$ cat src/rtl/bq_pkg.sv
// shared types, constants and control program for the multichannel biquad
`default_nettype none
package bq_pkg;

	localparam int COEF_W    = 24;
	localparam int COEF_FRAC = 22;
	localparam int NUM_COEFS = 5;
	localparam int CHAN_W    = 3;
	localparam int CFG_IDX_W = 3;
	localparam int STEP_W    = 3;

	localparam logic [COEF_W-1:0] B0_RESET = 24'd4194304;
	localparam logic [COEF_W-1:0] COEF_ZERO = 24'd0;

	// configuration register indexes
	typedef enum logic [CFG_IDX_W-1:0] {
		REG_B0 = 3'd0,
		REG_B1 = 3'd1,
		REG_B2 = 3'd2,
		REG_A1 = 3'd3,
		REG_A2 = 3'd4
	} cfg_reg_t;

	typedef logic [STEP_W-1:0] step_t;

	// sequencing of one step
	typedef enum logic [1:0] {
		SEQ_NEXT,
		SEQ_WAIT_IN,
		SEQ_END
	} seq_op_t;

	typedef enum logic [2:0] {
		COEF_B0,
		COEF_B1,
		COEF_B2,
		COEF_A1,
		COEF_A2
	} coef_sel_t;

	typedef enum logic {
		SRC_X,
		SRC_Y
	} mul_src_t;

	// main accumulator operations
	typedef enum logic [1:0] {
		ACC_HOLD,
		ACC_PROD_S1,
		ACC_PROD_S2,
		ACC_SUB
	} acc_op_t;

	typedef struct packed {
		seq_op_t   seq;
		coef_sel_t coef;
		mul_src_t  src;
		acc_op_t   acc;
		logic      b_load;
		logic      y_load;
		logic      fin;
	} ctrl_t;

	typedef struct packed {
		logic in_valid;
		logic out_free;
	} cond_t;

	typedef logic [COEF_W-1:0] coef_t;
	typedef coef_t [NUM_COEFS-1:0] coef_bank_t;

	localparam step_t LAST_STEP = 3'd6;

	// control program, one word per step
	function automatic ctrl_t prog_rom(input step_t step);
		ctrl_t w;
		w = '{seq: SEQ_NEXT, coef: COEF_B0, src: SRC_X, acc: ACC_HOLD,
			b_load: 1'b0, y_load: 1'b0, fin: 1'b0};
		case (step)
			3'd0: w.seq = SEQ_WAIT_IN;
			3'd1: begin
				w.coef = COEF_B0;
			end
			3'd2: begin
				w.acc  = ACC_PROD_S1;
				w.coef = COEF_B1;
			end
			3'd3: begin
				w.y_load = 1'b1;
				w.acc    = ACC_PROD_S2;
				w.coef   = COEF_B2;
			end
			3'd4: begin
				w.b_load = 1'b1;
				w.coef   = COEF_A1;
				w.src    = SRC_Y;
			end
			3'd5: begin
				w.acc  = ACC_SUB;
				w.coef = COEF_A2;
				w.src  = SRC_Y;
			end
			// keep the a2*y product steady while the result waits
			3'd6: begin
				w.seq  = SEQ_END;
				w.fin  = 1'b1;
				w.coef = COEF_A2;
				w.src  = SRC_Y;
			end
			default: w.seq = SEQ_END;
		endcase
		return w;
	endfunction

endpackage
`default_nettype wire

$ cat src/rtl/bq_seq.sv
// step counter and control store of the biquad microprogram
`default_nettype none
module bq_seq (
	input  wire           clk,
	input  wire           arst_n,
	input  bq_pkg::cond_t cond,
	output bq_pkg::ctrl_t ctrl,
	output logic          go
);
	import bq_pkg::*;

	step_t step_q;

	// current control word
	assign ctrl = prog_rom(step_q);

	// step completion condition
	always_comb begin
		case (ctrl.seq)
			SEQ_NEXT:    go = 1'b1;
			SEQ_WAIT_IN: go = cond.in_valid;
			SEQ_END:     go = cond.out_free;
			default:     go = 1'b1;
		endcase
	end

	// step counter with jump back to start
	always_ff @(posedge clk or negedge arst_n) begin
		if (!arst_n) begin
			step_q <= '0;
		end else if (go) begin
			if (ctrl.seq == SEQ_END) begin
				step_q <= '0;
			end else begin
				step_q <= step_q + 1'b1;
			end
		end
	end

`ifndef NO_ASSERTIONS
	a_step_range: assert property (@(posedge clk) disable iff (!arst_n)
		step_q <= LAST_STEP) else $error("step counter beyond program");
`endif

endmodule
`default_nettype wire

$ cat src/rtl/bq_dp.sv
// multiply-accumulate datapath with per-channel state memories
`default_nettype none
module bq_dp #(
	parameter int CHANNELS    = 8,
	parameter int SAMPLE_BITS = 16
) (
	input  wire                          clk,
	input  wire                          arst_n,
	input  bq_pkg::ctrl_t                ctrl,
	input  wire                          go,
	input  wire                          accept,
	input  wire signed [SAMPLE_BITS-1:0] sample_in,
	input  wire [bq_pkg::CHAN_W-1:0]     channel_in,
	input  bq_pkg::coef_bank_t           coefs,
	output logic [SAMPLE_BITS-1:0]       y_out,
	output logic [bq_pkg::CHAN_W-1:0]    ch_out
);
	import bq_pkg::*;

	localparam int IDX_W   = (CHANNELS > 1) ? $clog2(CHANNELS) : 1;
	localparam int STATE_W = SAMPLE_BITS + 32;
	localparam int PROD_W  = SAMPLE_BITS + COEF_W;
	localparam int SH_W    = STATE_W - COEF_FRAC;
	localparam logic signed [STATE_W-1:0] HALF = STATE_W'(2 ** (COEF_FRAC - 1));
	localparam logic signed [SH_W-1:0] MAXV = SH_W'(2 ** (SAMPLE_BITS - 1) - 1);
	localparam logic signed [SH_W-1:0] MINV = -MAXV - SH_W'(1);

	logic signed [STATE_W-1:0] d1_mem [CHANNELS];
	logic signed [STATE_W-1:0] d2_mem [CHANNELS];
	logic [CHANNELS-1:0]       valid_q;

	logic signed [SAMPLE_BITS-1:0] x_q;
	logic signed [SAMPLE_BITS-1:0] y_q;
	logic [CHAN_W-1:0]             ch_q;
	logic [IDX_W-1:0]              idx_q;
	logic                          have_q;
	logic                          vld_q;
	logic signed [STATE_W-1:0]     rd1_q;
	logic signed [STATE_W-1:0]     rd2_q;
	logic signed [PROD_W-1:0]      prod_q;
	logic signed [STATE_W-1:0]     acc_q;
	logic signed [STATE_W-1:0]     b_q;

	logic [IDX_W-1:0]              idx;
	logic                          have;
	logic signed [STATE_W-1:0]     s1;
	logic signed [STATE_W-1:0]     s2;
	logic signed [STATE_W-1:0]     prod_ext;
	logic signed [STATE_W-1:0]     d2_next;
	logic signed [COEF_W-1:0]      coef_op;
	logic signed [SAMPLE_BITS-1:0] mul_op;
	logic signed [STATE_W-1:0]     rnd;
	logic signed [SH_W-1:0]        shifted;
	logic signed [SAMPLE_BITS-1:0] y_sat;
	logic                          wr;

	// channel decode
	assign have = 32'(channel_in) < CHANNELS;
	assign idx  = IDX_W'(channel_in);

	// capture the request
	always_ff @(posedge clk) begin
		if (accept) begin
			x_q    <= sample_in;
			ch_q   <= channel_in;
			idx_q  <= idx;
			have_q <= have;
			vld_q  <= valid_q[idx];
			rd1_q  <= d1_mem[idx];
			rd2_q  <= d2_mem[idx];
		end
	end

	// unwritten or missing channels read as zero state
	assign s1 = (have_q && vld_q) ? rd1_q : '0;
	assign s2 = (have_q && vld_q) ? rd2_q : '0;

	// multiplier operand selection
	always_comb begin
		case (ctrl.coef)
			COEF_B0: coef_op = coefs[REG_B0];
			COEF_B1: coef_op = coefs[REG_B1];
			COEF_B2: coef_op = coefs[REG_B2];
			COEF_A1: coef_op = coefs[REG_A1];
			COEF_A2: coef_op = coefs[REG_A2];
			default: coef_op = '0;
		endcase
	end
	assign mul_op = (ctrl.src == SRC_Y) ? y_q : x_q;

	always_ff @(posedge clk) begin
		prod_q <= coef_op * mul_op;
	end

	assign prod_ext = STATE_W'(prod_q);
	assign d2_next  = b_q - prod_ext;

	// accumulators
	always_ff @(posedge clk) begin
		case (ctrl.acc)
			ACC_PROD_S1: acc_q <= prod_ext + s1;
			ACC_PROD_S2: acc_q <= prod_ext + s2;
			ACC_SUB:     acc_q <= acc_q - prod_ext;
			default:     acc_q <= acc_q;
		endcase
		if (ctrl.b_load) begin
			b_q <= prod_ext;
		end
	end

	// round half up and saturate
	assign rnd     = acc_q + HALF;
	assign shifted = SH_W'(rnd >>> COEF_FRAC);
	always_comb begin
		if (shifted > MAXV) begin
			y_sat = SAMPLE_BITS'(MAXV);
		end else if (shifted < MINV) begin
			y_sat = SAMPLE_BITS'(MINV);
		end else begin
			y_sat = shifted[SAMPLE_BITS-1:0];
		end
	end

	always_ff @(posedge clk) begin
		if (ctrl.y_load) begin
			y_q <= y_sat;
		end
	end

	// state write back
	assign wr = go && ctrl.fin && have_q;

	always_ff @(posedge clk) begin
		if (wr) begin
			d1_mem[idx_q] <= acc_q;
			d2_mem[idx_q] <= d2_next;
		end
	end

	always_ff @(posedge clk or negedge arst_n) begin
		if (!arst_n) begin
			valid_q <= '0;
		end else if (wr) begin
			valid_q[idx_q] <= 1'b1;
		end
	end

	assign y_out  = y_q;
	assign ch_out = ch_q;

endmodule
`default_nettype wire

$ cat src/rtl/biquad_tdf2_multichannel.sv
// top level of the multichannel transposed direct form II biquad
// a request is taken only in the first step of the seven-step microprogram, so a new
// sample waits until the last one is written back; the microprogram shares one multiplier
// across the five products, and its final step stalls until the output register is free
// reset: coefficients take their reset values, all channel state reads as zero
// through per-channel valid flags; no clearing pass
`default_nettype none
module biquad_tdf2_multichannel #(
	parameter int CHANNELS    = 8,
	parameter int SAMPLE_BITS = 16
) (
	input  wire                                  clk,
	input  wire                                  arst_n,
	// sample_in, channel_in
	input  wire [((SAMPLE_BITS+3+7)/8)*8-1:0]    s_tdata,
	input  wire                                  s_tvalid,
	output logic                                 s_tready,
	// sample_out, channel_out
	output logic [((SAMPLE_BITS+3+7)/8)*8-1:0]   m_tdata,
	output logic                                 m_tvalid,
	input  wire                                  m_tready,
	input  wire                                  cfg_we,
	input  wire [bq_pkg::CFG_IDX_W-1:0]          cfg_addr,
	input  wire [bq_pkg::COEF_W-1:0]             cfg_data
);
	import bq_pkg::*;

	localparam int DATA_W = ((SAMPLE_BITS + CHAN_W + 7) / 8) * 8;

	coef_bank_t coef_q;
	ctrl_t      ctrl;
	cond_t      cond;
	logic       go;
	logic       accept;
	logic       m_tvalid_q;
	logic [SAMPLE_BITS-1:0] y_out;
	logic [CHAN_W-1:0]      ch_out;
	logic [SAMPLE_BITS-1:0] y_q;
	logic [CHAN_W-1:0]      ch_q;

	// coefficient registers
	always_ff @(posedge clk or negedge arst_n) begin
		if (!arst_n) begin
			coef_q[REG_B0] <= B0_RESET;
			coef_q[REG_B1] <= COEF_ZERO;
			coef_q[REG_B2] <= COEF_ZERO;
			coef_q[REG_A1] <= COEF_ZERO;
			coef_q[REG_A2] <= COEF_ZERO;
		end else if (cfg_we) begin
			case (cfg_reg_t'(cfg_addr))
				REG_B0:  coef_q[REG_B0] <= cfg_data;
				REG_B1:  coef_q[REG_B1] <= cfg_data;
				REG_B2:  coef_q[REG_B2] <= cfg_data;
				REG_A1:  coef_q[REG_A1] <= cfg_data;
				REG_A2:  coef_q[REG_A2] <= cfg_data;
				default: coef_q <= coef_q;
			endcase
		end
	end

	// handshake and sequencer conditions
	assign s_tready      = (ctrl.seq == SEQ_WAIT_IN);
	assign accept        = s_tvalid && s_tready;
	assign cond.in_valid = s_tvalid;
	assign cond.out_free = !m_tvalid_q || m_tready;

	bq_seq u_seq (
		.clk    (clk),
		.arst_n (arst_n),
		.cond   (cond),
		.ctrl   (ctrl),
		.go     (go)
	);

	bq_dp #(
		.CHANNELS    (CHANNELS),
		.SAMPLE_BITS (SAMPLE_BITS)
	) u_dp (
		.clk        (clk),
		.arst_n     (arst_n),
		.ctrl       (ctrl),
		.go         (go),
		.accept     (accept),
		.sample_in  (s_tdata[SAMPLE_BITS-1:0]),
		.channel_in (s_tdata[SAMPLE_BITS+CHAN_W-1 -: CHAN_W]),
		.coefs      (coef_q),
		.y_out      (y_out),
		.ch_out     (ch_out)
	);

	// output register
	always_ff @(posedge clk or negedge arst_n) begin
		if (!arst_n) begin
			m_tvalid_q <= 1'b0;
		end else if (go && ctrl.fin) begin
			m_tvalid_q <= 1'b1;
		end else if (m_tready) begin
			m_tvalid_q <= 1'b0;
		end
	end

	always_ff @(posedge clk) begin
		if (go && ctrl.fin) begin
			y_q  <= y_out;
			ch_q <= ch_out;
		end
	end

	assign m_tvalid = m_tvalid_q;
	assign m_tdata  = DATA_W'({ch_q, y_q});

`ifndef NO_ASSERTIONS
	a_busy_after_accept: assert property (@(posedge clk) disable iff (!arst_n)
		accept |=> !s_tready) else $error("request taken while program runs");
	a_result_shown: assert property (@(posedge clk) disable iff (!arst_n)
		(go && ctrl.fin) |=> m_tvalid) else $error("finished result not presented");
	a_no_overwrite: assert property (@(posedge clk) disable iff (!arst_n)
		(go && ctrl.fin) |-> (!m_tvalid_q || m_tready))
		else $error("pending result overwritten");
`endif

endmodule
`default_nettype wire

$ cat config.mk
export PLATFORM = sky130hd
export DESIGN_NAME = biquad_tdf2_multichannel
export DESIGN_NICKNAME = d
export VERILOG_FILES = /design/src/rtl/bq_pkg.sv /design/src/rtl/bq_seq.sv /design/src/rtl/bq_dp.sv /design/src/rtl/biquad_tdf2_multichannel.sv
export SDC_FILE = /design/constraint.sdc
export NUM_CORES = 2
export LEC_CHECK = 0
export ABC_AREA = 0
export BUFFER_PORTS_ARGS = -buffer_cell sky130_fd_sc_hd__buf_2
export CORE_MARGIN = 10
export CORE_UTILIZATION = 37
export CTS_CLUSTER_SIZE = 14
export DETAILED_ROUTE_END_ITERATION = 16
export GPL_ROUTABILITY_DRIVEN = 0
export SLEW_MARGIN = 25
export SYNTH_ARGS = -nofsm -noshare
export SYNTH_HDL_FRONTEND = slang
export SYNTH_SLANG_ARGS = --single-unit
$ cat constraint.sdc
create_clock -name clk -period 25.8 [get_ports clk]
set_input_delay 1.29 -clock clk [delete_from_list [all_inputs] [get_ports clk]]
set_output_delay 1.29 -clock clk [all_outputs]
set_load 0.01 [all_outputs]
# After elaboration in Yosys (flattened, before gate mapping)
# Memories as Yosys holds them, arrays and structs flattened. A register that Yosys moved wholly into a read port is not among the register bits.
# Cells that the tools add are included.
# Widths: inputs -> output; s select.
# word_totals
regBits	315
memories	2
ramBits	768
# mem_list
name	depth	width	read_ports	rd_clocked_by_memory_dff	write_ports	line_no	rtl
u_dp.d1_mem	8	48	1	1	1	bq_dp.sv:28	logic signed [STATE_W-1:0] d1_mem [CHANNELS];
u_dp.d2_mem	8	48	1	1	1	bq_dp.sv:29	logic signed [STATE_W-1:0] d2_mem [CHANNELS];
# op_classes
eq_ne	19
n_reduce_logical	18
n_mul	1
mux	23
n_bitwise	1
order_cmp	5
n_addsub	6
# ops
operator	n
$pmux 48 s3	1
$pmux 24 s5	1
$add 40x48->48	2
$mux 48	2
$add 48x23->48 const B	1
$sub 48x40->48	1
$sub 40x40->41	1
$mul 24x16->40	1
$mux 16	2
$gt 26x16->1 const B	1
$lt 26x16->1 const B	1
$eq 3x2->1 const B	6
$eq 3x3->1 const B	5
$pmux 3 s4	1
$mux 1	10
$reduce_and 2->1	5
$eq 3x1->1 const B	3
$logic_not 3->1	3
$lt 3x4->1 const B	2
$or 8x8->8	1
$eq 2x2->1 const B	3
$pmux 2 s3	1
$reduce_or 5->1	1
$eq 2x1->1 const B	2
14 further kinds	16

# Longest topological paths before layout
# depth
ltp_word	8
depth_mapped	34
depth_no_buf	31

# By module
# Synthesis repeated with hierarchy kept, for this count alone.
# hier_totals
hier_cells	4789
area_unflattened_um2	63876.3
# by_module_without_submodules
module	cells_per_inst	n_inst	area_each_um2
bq_dp	4460	1	58155.8
biquad_tdf2_multichannel	290	1	5376.4
bq_seq	39	1	344.1

# Least setup slack after synthesis
# OpenSTA, ideal clock, no wires.
# synth_path
path_kind	input to register
startpoint	in m_tready
endpoint	reg u_dp.valid_q[1]
arrival_ns	9.317
cell_stages	8
slack_ns	16.380
setup_time_ns	0.103
path_cell_list	inv_1 nand2_1 nor3_1 a21oi_1 and3_1 nand2_1 nor3_1 or2_2
# synth_between
elab_chain_len	3
# synth_lines
element	line_no	rtl
from (decl)	biquad_tdf2_multichannel.sv:21	input wire m_tready,
$logic_or 1x1->1	biquad_tdf2_multichannel.sv:65	assign cond.out_free = !m_tvalid_q || m_tready;
$pmux 1 s2	bq_seq.sv:19	case (ctrl.seq)
$logic_and 1x1->1	bq_dp.sv:131	assign wr = go && ctrl.fin && have_q;
via u_dp.wr	bq_dp.sv:55	logic wr;
to (signal assigned)	bq_dp.sv:142	valid_q <= '0;
to (signal, indexed assignment)	bq_dp.sv:144	valid_q[idx_q] <= 1'b1;
to (decl)	bq_dp.sv:30	logic [CHANNELS-1:0] valid_q;
# The timed path passes the listed nets, and every way through them passes these cells.
# A chain may end at the register's enable or synchronous reset.

# Worst setup path after layout
# layout_path
startpoint	reg u_seq.step_q[1]
endpoint	reg u_dp.prod_q[39]
# layout_between
elab_chain_len	6
elab_cells_between_ends	17
classes_between	1 x mul; 9 x eq/ne; 4 x mux; 3 x reduce/logical
# layout_lines
element	line_no	rtl
from (decl)	bq_seq.sv:12	step_t step_q;
from (signal assigned)	bq_seq.sv:35	step_q <= step_q + 1'b1;
$eq 3x3->1	bq_pkg.sv:79	case (step)
$reduce_or 2->1 (no line)	--	
$pmux 3 s4	bq_pkg.sv:79	
$eq 3x3->1 (tied with other cells)	bq_dp.sv:80	case (ctrl.coef)
$pmux 24 s5	bq_dp.sv:80	
$mul 24x16->40 (*)	bq_dp.sv:92	prod_q <= coef_op * mul_op;
to (signal assigned)	bq_dp.sv:92	
to (decl)	bq_dp.sv:40	logic signed [PROD_W-1:0] prod_q;
# Mark *: on every way between the ends. The rest lies on a longest branch, timed or not.

==> summary.md <==
| Metric | Value |
|---|---|
| Sequential share of the synthesized area | `51.4%` |
| CTS resizes | `0` |
| Unrepaired setup endpoints after global routing | `no` |
| Crit. End Element | `flip-flop` |
| HP Class | `flip-flop to flip-flop` |
| Core Rows | `around 150` |
| R2r startpoint | `u_seq.step_q[1]` |
| Mapped Cells | `4749` |
| Placed Area | `66400 sq um` |
| Worst setup margin | `around 16000 ps` |
| Clk buf depth | `3` |
| Asr flop ratio synth | `about an eighth` |
| Layout area overhead | `11.5%` |
| Vias per inst | `5.36` |
| Critical path fanouts, max | `44` |
| Worst path required time | `26410 ps` |
| Arrival time worst endpoint | `10380 ps` |
| Commonest cells after routing, fill and taps aside | `edfxtp_1 (944), inv_1 (500), nand2_1 (437)` |
| Clock Tree Root | `clkbuf_16` |
| Final period util | `between 30 and 40%` |
| Clk_skew | `96.0 ps` |
| Fin. Hold Viols | `0` |
| DIE WIDTH | `roughly 430 microns` |
| Final antenna-violating net count | `0` |
| CTS tree | `yes` |
| Initial core utilization | `37.3%` |
| Status | `complete, no violations` |
| Global-route wire length before repair | `240 mm` |
| Max Cap Violations | `0` |
| Vias in the first global route | `about 39k` |
| Yosys warnings | `0` |
| Routed wire length | `157 mm` |
| Worst setup path start | `u_seq.step_q[1]` |
| Max-slew violation count | `0` |
| CORE AREA | `169000 sq um` |
| Number of synthesized flops with an enable pin | `944` |
| Largest net degree at the start of global routing | `85` |
| Slew @ Worst Pin | `about 1000 ps` |
| Final setup vio count | `0` |
| Via count | `38.4k` |
| Hold_sp | `u_dp.valid_q[2]` |
| Slowest stage delay, CP | `830 ps` |
| Final core utilization | `roughly 42%` |
| Routed len/inst | `between 20 and 25 microns` |
| Post-Place Setup Slack | `roughly 16000 ps` |
| Worst setup path class | `flip-flop to flip-flop` |
| Critical path startpoint category | `flip-flop` |
| H-Tree Level Count | `3` |
| Synth Cell Area | `63100 sq um` |
| Final min period | `9770 ps` |
| Finished Cell Area | `70400 sq um` |
| Die area | `188000 sq um` |
| Peak Freq | `102 MHz` |
| I/O pin cnt | `slightly above 80` |
| Setup TNS Final | `0 ps` |
| Yosys reg bits | `1116` |
| Hold_buf cts | `0` |
| Drc violations | `0` |
| First drt pass iteration count | `7` |
| Most used DFF post-synth | `edfxtp_1` |
| Iter 0 DRT Violations | `2903` |
| Rel. slew slack | `31.4%` |
| Distinct cells, synth | `85` |
| Crit-path slowest cell | `a221o_1` |
| CTS Buf Count | `115` |
| DP HPWL | `107 mm` |
| Share of cells above drive strength 1 | `16.0%` |
| Final net count | `~5.5k` |
| Clk pin slew, worst setup/hold paths | `around 60 ps` |
| Syn_area_per_cell | `~13 sq um` |
| # clock sinks | `1116` |
| Die Height | `approximately 430 microns` |
| Port Buf Inserts | `71` |
| Total GRT Usage | `16.6%` |
| Post CTS Setup Buffer Count | `0` |
| Overflow after GRT | `0` |
| Clk_lat worst skew | `800 ps` |
| Commonest non-fill, non-tap cell in the layout | `edfxtp_1` |
| Antenna violations before repair | `2` |
-- sequential cells by signal, summed over array words and instances, names as in the netlist, 8 cells and up --
| register | cells |
|---|---|
| u_dp.rd2_q | 41 |
| coef_q | 120 |
| u_dp.d1_mem | 384 |
| u_dp.y_out | 16 |
| u_dp.d2_mem | 328 |
| y_q | 16 |
| u_dp.valid_q | 8 |
| u_dp.prod_q | 40 |
| u_dp.x_q | 16 |
| u_dp.b_q | 40 |
| u_dp.acc_q | 48 |
| u_dp.rd1_q | 48 |
-- cells in the mapped netlist, types with 9 or more instances --
cell	count	area [sq um]
edfxtp_1	944	28300
inv_1	500	1880
nand2_1	437	1640
fa_1	377	7550
nor2_1	322	1210
ha_1	238	2980
mux2_2	226	2540
mux4_2	180	4050
a21oi_1	178	891
clkbuf_1	146	548
o21ai_0	138	691
dfrtp_1	131	3280
xnor2_1	104	911
a21o_1	92	691
xor2_1	66	578
a21boi_0	53	398
nand3_1	44	220
dfxtp_1	40	801
nor2b_1	34	213
and3_1	32	200
o21a_1	31	233
a221oi_1	29	254
and2_1	28	175
nand4_1	27	169
nor3_1	27	135
a211oi_1	26	195
nand2b_1	26	163
a221o_1	25	250
a22oi_1	25	188
o21bai_1	24	180
mux2i_1	20	200
a31oi_1	17	106
buf_1	17	63.8
or2_2	14	87.6
o211ai_1	12	90.1
buf_4	9	67.6
o31ai_1	9	67.6
-- area by class of cell --
| class | instances | area [sq um] |
|---|---|---|
| inverter | 501 | 1880 |
| fill | 15327 | 99000 |
| timing repair buffer | 148 | 962 |
| sequential | 1116 | 32500 |
| clock buffer | 143 | 3020 |
| antenna | 1 | 2.50 |
| clock inverter | 72 | 935 |
| tap | 2218 | 2780 |
| multi-input combinational | 2963 | 28400 |
-- routing by layer --
layer | wire length, microns | track usage, % | vias up | share of wire [%]
met4 | 5400 | 5.11 | 2 | 3.4
met2 | 72700 | 27.1 | 1187 | 46
met1 | 69000 | 22.6 | 19747 | 44
met5 | 11 | 0 | - | 0.0070
li1 | - | - | 17194 | -
met3 | 9800 | 2.81 | 281 | 6.2
-- critical path, delay by kind of cell, from the launching register on --
family	cells	cell delay (ps)
adder cells (fa/ha/maj)	8	3650
AO/OA/AOI/OAI	7	2970
AND/OR/NAND/NOR	4	1280
buffers and inverters	7	1250
flip-flops	1	440
-- cells by family (layout without fill, tap and decap cells) --
kind of cell	count (synthesis)	count (layout)	share of synthesized area, %
XOR/XNOR	170	170	2.36
flip-flops	1116	1116	51.4
multiplexers	427	427	10.8
other	1	6	0.00594
AO/OA/AOI/OAI	724	724	7.66
adder cells (fa/ha/maj)	615	615	16.7
AND/OR/NAND/NOR	1022	1022	7.06
buffers and inverters	674	864	4.06
-- per-stage QoR --
step,instances,hold slack [ps]
global route,7161,476
floorplan,4753,422
finish,7162,458
CTS,7158,464
global placement,6940,448
detailed placement,6943,450
-- worst paths after layout --
check                             endpoint  slack [ps]  depth (start not counted)
min in group asynchronous       coef_q[23]         520                          1
setup reg to reg           u_dp.prod_q[39]       16030                         26
hold / removal             u_dp.valid_q[2]         460                          1
setup / recovery           u_dp.prod_q[39]       16030                         26
max in group asynchronous       coef_q[74]       24140                          2
hold reg to reg            u_dp.valid_q[2]         460                          1
Power is not shown: default switching activity piles up to over one toggle a cycle in this logic, so the estimate is an artifact.
